===== src/sv/pt_pkg.sv =====
// ----------------------------------------------------------------------------
// pt_pkg: shared types for the primality tester
// Holds the one-hot sequencer state type of the trial division engine.
// ----------------------------------------------------------------------------
package pt_pkg;

  // Sequencer states, one-hot coded.
  typedef enum logic [2:0] {
    ST_IDLE   = 3'b001,
    ST_CHECK  = 3'b010,
    ST_DIVIDE = 3'b100
  } state_t;

endpackage


===== src/sv/primality_tester.sv =====
// ----------------------------------------------------------------------------
// primality_tester: trial division primality test
// Reports whether an unsigned WIDTH-bit candidate is prime. Odd trial divisors
// from 3 upward are tried until one divides the candidate or its square
// exceeds the candidate. Each remainder comes from one shared restoring
// subtractor, one quotient bit per cycle.
//
//   channel   signals                    direction  handshake
//   command   start, candidate, busy     in         start && !busy
//   result    done, prime_flag           out        done, one cycle, no stall
//
// A candidate below four, or an even one, answers in the cycle after start.
// An odd candidate n tries up to about (floor(sqrt(n)) - 1) / 2 trial divisors,
// each of WIDTH shift-subtract steps plus one square check, as set by the
// bit-serial remainder loop.
// rst is synchronous and active high; it returns the sequencer to idle.
// busy is high while a transaction is in work; the result cannot be stalled.
// ----------------------------------------------------------------------------
module primality_tester
  import pt_pkg::*;
#(
  parameter int WIDTH = 32
) (
  input  logic             clk,
  input  logic             rst,
  input  logic             start,
  input  logic [WIDTH-1:0] candidate,
  output logic             busy,
  output logic             done,
  output logic             prime_flag
);

  // Divisor width: the divisor ends just above sqrt(2^WIDTH).
  localparam int DW = (WIDTH + 1) / 2 + 2;
  // Square width: the running square may pass 2^WIDTH once.
  localparam int SW = WIDTH + 2;
  // Bit counter width.
  localparam int CW = $clog2(WIDTH);

  localparam logic [DW-1:0] FIRST_DIV = DW'(3);
  localparam logic [DW-1:0] DIV_STEP  = DW'(2);
  localparam logic [SW-1:0] FIRST_SQ  = SW'(9);
  localparam logic [SW-1:0] SQ_BIAS   = SW'(4);
  localparam logic [CW-1:0] TOP_BIT   = CW'(WIDTH - 1);

  state_t          state;
  logic [WIDTH-1:0] n;
  logic [DW-1:0]   d;
  logic [SW-1:0]   sq;
  logic [DW-1:0]   rem;
  logic [CW-1:0]   bit_cnt;

  logic [DW:0]     rem_shift;
  logic [DW:0]     diff;
  logic [DW-1:0]   rem_next;
  logic            sq_over;

  // Shared restoring subtract step: shift in the next candidate bit.
  always_comb begin
    rem_shift = {rem, n[bit_cnt]};
    diff      = rem_shift - {1'b0, d};
    rem_next  = diff[DW] ? rem_shift[DW-1:0] : diff[DW-1:0];
  end

  // The search is over once the divisor's square exceeds the candidate.
  assign sq_over = sq > {{(SW - WIDTH){1'b0}}, n};

  assign busy = (state != ST_IDLE);

  // Sequencer and datapath registers.
  always_ff @(posedge clk) begin
    if (rst) begin
      state <= ST_IDLE;
      done  <= 1'b0;
    end else begin
      done <= 1'b0;
      case (state)
        ST_IDLE: begin
          if (start) begin
            n  <= candidate;
            d  <= FIRST_DIV;
            sq <= FIRST_SQ;
            if (candidate[WIDTH-1:1] == '0) begin
              // Zero and one are not prime.
              prime_flag <= 1'b0;
              done       <= 1'b1;
            end else if (candidate[WIDTH-1:2] == '0) begin
              // Two and three are prime.
              prime_flag <= 1'b1;
              done       <= 1'b1;
            end else if (!candidate[0]) begin
              // Even numbers above two are not prime.
              prime_flag <= 1'b0;
              done       <= 1'b1;
            end else begin
              state <= ST_CHECK;
            end
          end
        end
        ST_CHECK: begin
          if (sq_over) begin
            prime_flag <= 1'b1;
            done       <= 1'b1;
            state      <= ST_IDLE;
          end else begin
            rem     <= '0;
            bit_cnt <= TOP_BIT;
            state   <= ST_DIVIDE;
          end
        end
        ST_DIVIDE: begin
          rem     <= rem_next;
          bit_cnt <= bit_cnt - CW'(1);
          if (bit_cnt == '0) begin
            if (rem_next == '0) begin
              // The trial divisor divides the candidate.
              prime_flag <= 1'b0;
              done       <= 1'b1;
              state      <= ST_IDLE;
            end else begin
              // Next odd divisor; (d + 2)^2 = d^2 + 4d + 4.
              d     <= d + DIV_STEP;
              sq    <= sq + SW'({d, 2'b00}) + SQ_BIAS;
              state <= ST_CHECK;
            end
          end
        end
        default: begin
          state <= ST_IDLE;
        end
      endcase
    end
  end

  // A result is given only while the sequencer is idle.
  a_done_idle: assert property (@(posedge clk) disable iff (rst)
    done |-> !busy)
    else $error("result strobe while sequencer busy");

  // An accepted command either starts the search or answers at once.
  a_start_moves: assert property (@(posedge clk) disable iff (rst)
    (start && !busy) |=> (busy || done))
    else $error("accepted command neither started nor answered");

  // The running remainder stays below the trial divisor.
  a_rem_bound: assert property (@(posedge clk) disable iff (rst)
    (state == ST_DIVIDE) |-> (rem < d))
    else $error("remainder not below divisor");

  // Trial divisors are odd throughout the search.
  a_div_odd: assert property (@(posedge clk) disable iff (rst)
    busy |-> d[0])
    else $error("even trial divisor");

  // An even candidate other than two is never reported prime.
  a_even_not_prime: assert property (@(posedge clk) disable iff (rst)
    (done && !n[0] && (n[WIDTH-1:2] != '0)) |-> !prime_flag)
    else $error("even candidate reported prime");

endmodule

===== config.mk =====
export PLATFORM = sky130hd
export DESIGN_NAME = primality_tester
export DESIGN_NICKNAME = d
export VERILOG_FILES = /design/src/sv/pt_pkg.sv /design/src/sv/primality_tester.sv
export SDC_FILE = /design/constraint.sdc
export NUM_CORES = 1
export LEC_CHECK = 0
export BUFFER_PORTS_ARGS = -buffer_cell sky130_fd_sc_hd__buf_2
export CAP_MARGIN = 0
export CORE_MARGIN = 2
export CORE_UTILIZATION = 35
export CTS_BUF_LIST = sky130_fd_sc_hd__clkbuf_16
export CTS_CLUSTER_DIAMETER = 60
export DETAILED_ROUTE_END_ITERATION = 10
export PLACE_DENSITY_LB_ADDON = 0.12
export SYNTH_ARGS = -nofsm -noshare
export SYNTH_HDL_FRONTEND = slang
export SYNTH_SLANG_ARGS = --single-unit
export TNS_END_PERCENT = 5

===== constraint.sdc =====
create_clock -name clk -period 4.8 [get_ports clk]
set_clock_uncertainty 0.15 [all_clocks]
set_input_delay 0.24 -clock clk [delete_from_list [all_inputs] [get_ports clk]]
set_output_delay 0.24 -clock clk [all_outputs]
set_load 0.01 [all_outputs]

==> impl_metrics.py <==
metrics = {
    "outcome": {
        "outcome": "completed",
    },
    "cells_and_area": {
        "drive_above_1_share": 0.112,
        "area_delta_synth_final_pct": 18.2,
        "utilization": 0.422,
        "fin_area_mm2": 0.00921,
        "nets": 995,
        "finalNonFillerCells": 1161,
        "num_antenna_cells": 0,
    },
    "yosys": {
        "yosysSeqAreaShare": 0.411,
        "synthFlopType": "edfxtp_1",
        "yosys_warnings": 0,
        "yosysTopAreaCellShare": 0.401,
        "synth_nets": 912,
        "yosysTopAreaCell": "edfxtp_1",
        "ys_ff_latch": 108,
        "syn-cell-area_mm2": 0.00779,
        "syn_area_per_cell_um2": 9.82,
        "synth_cells": 793,
        "synth_edf_count": 104,
        "synth_area_leaders": "edfxtp_1 40%, ha_1 13%, xnor2_1 4.2%",
        "synthArstFlopShare": 0,
        "synth_cell_types": 76,
    },
    "worst_setup_path": {
        "worst-path-max-fanout": 24,
        "r2r_end": "sq[12]",
        "crit_path_end_kind": "flop",
        "crit_arrival_ns": 4.60,
        "critical_path_required_ns": 4.75,
        "r2r_setup_slack_ns": 0.14,
        "reg2reg_depth": 18,
        "crit_type": "flop to flop",
        "r2r_start": "bit_cnt[2]",
        "crit_path_start_kind": "flop",
    },
    "sta": {
        "setup_viol": 0,
        "hold_ws_ns": 0.242,
        "max_freq_mhz": 215,
        "fin_setup_tns_ns": 0,
        "finalHoldViolCount": 0,
        "period_minus_slack_ns": 4.66,
        "worstMarginPinSlew_ns": 1.04,
        "worst_slack_ns": 0.144,
        "maxSlewViolCount": 0,
        "max_slew_margin": 0.294,
        "post-route-period-util": 0.970,
    },
    "pwr": {
        "leakage_nw": 3.75,
        "p_seq_frac": 0.451,
        "p_clk_frac": 0.322,
        "switching_power_mw": 0.740,
        "switching_share": 0.291,
        "ir_drop_mv": 0.193,
        "p_int_mw": 1.80,
        "power_mw": 2.54,
        "p_per_area_mw_per_mm2": 276,
        "combPwrFrac": 0.227,
    },
    "grt": {
        "grt_pass1_vias": 6142,
        "grt_pass1_wl_mm": 32.3,
        "grt.overflow.total": 0,
        "grt_max_degree": 66,
        "grt_usage": 0.171,
        "antenna_found_initial": 0,
    },
    "cts": {
        "cts_root_buf": "clkbuf_16",
        "clk_latency_ns": 0.35,
        "tritoncts": "built",
        "cts.sinks": 108,
        "cts_htree_levels": 3,
        "cts_buffers": 9,
        "clk_pin_slew_ns": 0.07,
        "cts_buffer_depth": 2,
    },
    "hold_path": {
        "holdPathEnd": "done",
        "hold-path-cell-count": 5,
        "hold_class": "input port to flop",
        "hp-start": "start",
    },
    "placement": {
        "dpl.hpwl_mm": 15.3,
        "place_inst": 1105,
        "gp_congestion": 0.836,
        "dp_worst_setup_slack_ns": 0.0170,
        "placed_area_mm2": 0.00839,
        "io_buffer_count": 37,
    },
    "detailed_routing": {
        "wl_mm": 20.4,
        "antenna_left": 0,
        "first_pass_iters": 5,
        "wl_per_cell_um": 17.6,
        "drc": 0,
        "drt_iter0_drc": 420,
        "avgViaCountPerCell": 5.36,
        "num_vias": 6225,
    },
    "floorplanning": {
        "dieHeight_um": 153,
        "ios": 38,
        "initial_core_util": 0.357,
        "coreArea_mm2": 0.0218,
        "placementRows": 54,
        "die_w_um": 153,
        "dieArea_mm2": 0.0235,
    },
    "run": {
        "maxCapViolations": 0,
    },
}
-- cells by family after synthesis --
logic type | after synthesis | synth area share
AND/OR/NAND/NOR | 267 | 0.169
AO/OA/AOI/OAI | 180 | 0.159
flip-flops | 108 | 0.411
buffers and inverters | 87 | 0.0455
adder cells (fa/ha/maj) | 84 | 0.137
XOR/XNOR | 48 | 0.0540
multiplexers | 19 | 0.0246
-- final cells by class --
cell class                 count  area, um2
fill                        2133      12600
multi-input combinational    598       4340
sequential                   108       3200
timing repair buffer          90        742
tap                          280        350
clock inverter                 7       90.1
clock buffer                   9        225
inverter                      69        259
-- flip-flops by register name, summed over array words and instances (netlist names) --
name,count
state,3
bit_cnt,5
done,1
rem,18
prime_flag,1
d,17
sq,31
n,32
-- worst max-delay path: stages, from the launching register on --
cell	delay, ns
edfxtp_1	0.43
buf_12	0.18
mux2i_2	0.20
a22oi_1	0.12
nand4_1	0.12
a21o_1	0.15
nand2_1	0.11
fa_1	0.41
a211o_1	0.36
a21oi_4	0.22
o211ai_4	0.15
a22oi_2	0.25
xnor2_2	0.13
a2111oi_2	0.29
o2111ai_1	0.18
o41ai_2	0.27
o21ai_2	0.17
a41o_4	0.28
buf_12	0.17
-- routing by layer --
| layer | global-route usage | up-vias | wire length [um] | part of all wire |
|---|---|---|---|---|
| met5 | 0 | - | 0 | 0 |
| met4 | 0.0437 | 0 | 296 | 0.015 |
| met3 | 0.0250 | 21 | 496 | 0.024 |
| met2 | 0.288 | 97 | 9700 | 0.48 |
| met1 | 0.233 | 3008 | 9910 | 0.49 |
| li1 | - | 3099 | - | - |
-- cells in the mapped netlist, drive strengths merged, types with 3 or more instances --
master / count
ha: 82
nor2: 81
o31ai: 3
nand4: 13
inv: 69
a22oi: 5
nand3: 16
xor2: 11
a2111oi: 4
nor3: 19
nor4: 16
and3: 15
a21o: 24
a211oi: 7
edfxtp: 104
nand2: 56
o21a: 9
o21ai: 34
nand2b: 6
dfxtp: 4
and2: 3
a31oi: 4
o211ai: 9
o311ai: 3
mux2i: 18
or3: 15
clkbuf: 12
a31o: 4
xnor2: 37
buf: 6
a21oi: 52
nor2b: 14
-- timing repair --
item	4_1_cts	5_1_grt
endpoints found under the hold margin	33	0
pin swaps	0	8
gates resized for setup	1	12
cloned	0	3
setup endpoints to repair	1	49
hold buffers	33	0
setup buffers	0	4
-- placed cells by master (no fill, tap or decap), types with 16 or more instances in the layout --
cell type and instances:
nand3_1 16, nand2_1 55, mux2i_1 16, o21ai_0 31
nor2_1 80, buf_2 37, a21o_1 24, ha_1 82
xnor2_1 35, edfxtp_1 104, inv_1 70, nor3_1 16
dlygate4sd3_1 33, a21oi_1 51
-- worst max path at each step --
| stage | start | end | depth (start not counted) |
|---|---|---|---|
| after floorplan | bit_cnt[2] | d[10] | 17 |
| after global placement | bit_cnt[3] | sq[28] | 17 |
| after detailed placement | bit_cnt[0] | sq[28] | 17 |
| after CTS | bit_cnt[2] | sq[22] | 18 |
| after global routing | bit_cnt[2] | d[17] | 18 |
| final | bit_cnt[2] | sq[12] | 18 |
-- power by group through the flow --
stage	logic, mW	clock network (mW)	registers, mW
after floorplan	0.390	0	1.15
after global placement	0.522	0	1.17
after detailed placement	0.533	0	1.17
after CTS	0.558	0.845	1.15
after global routing	0.652	0.874	1.15
final	0.579	0.819	1.15
Power figures use the tool's default switching activity.
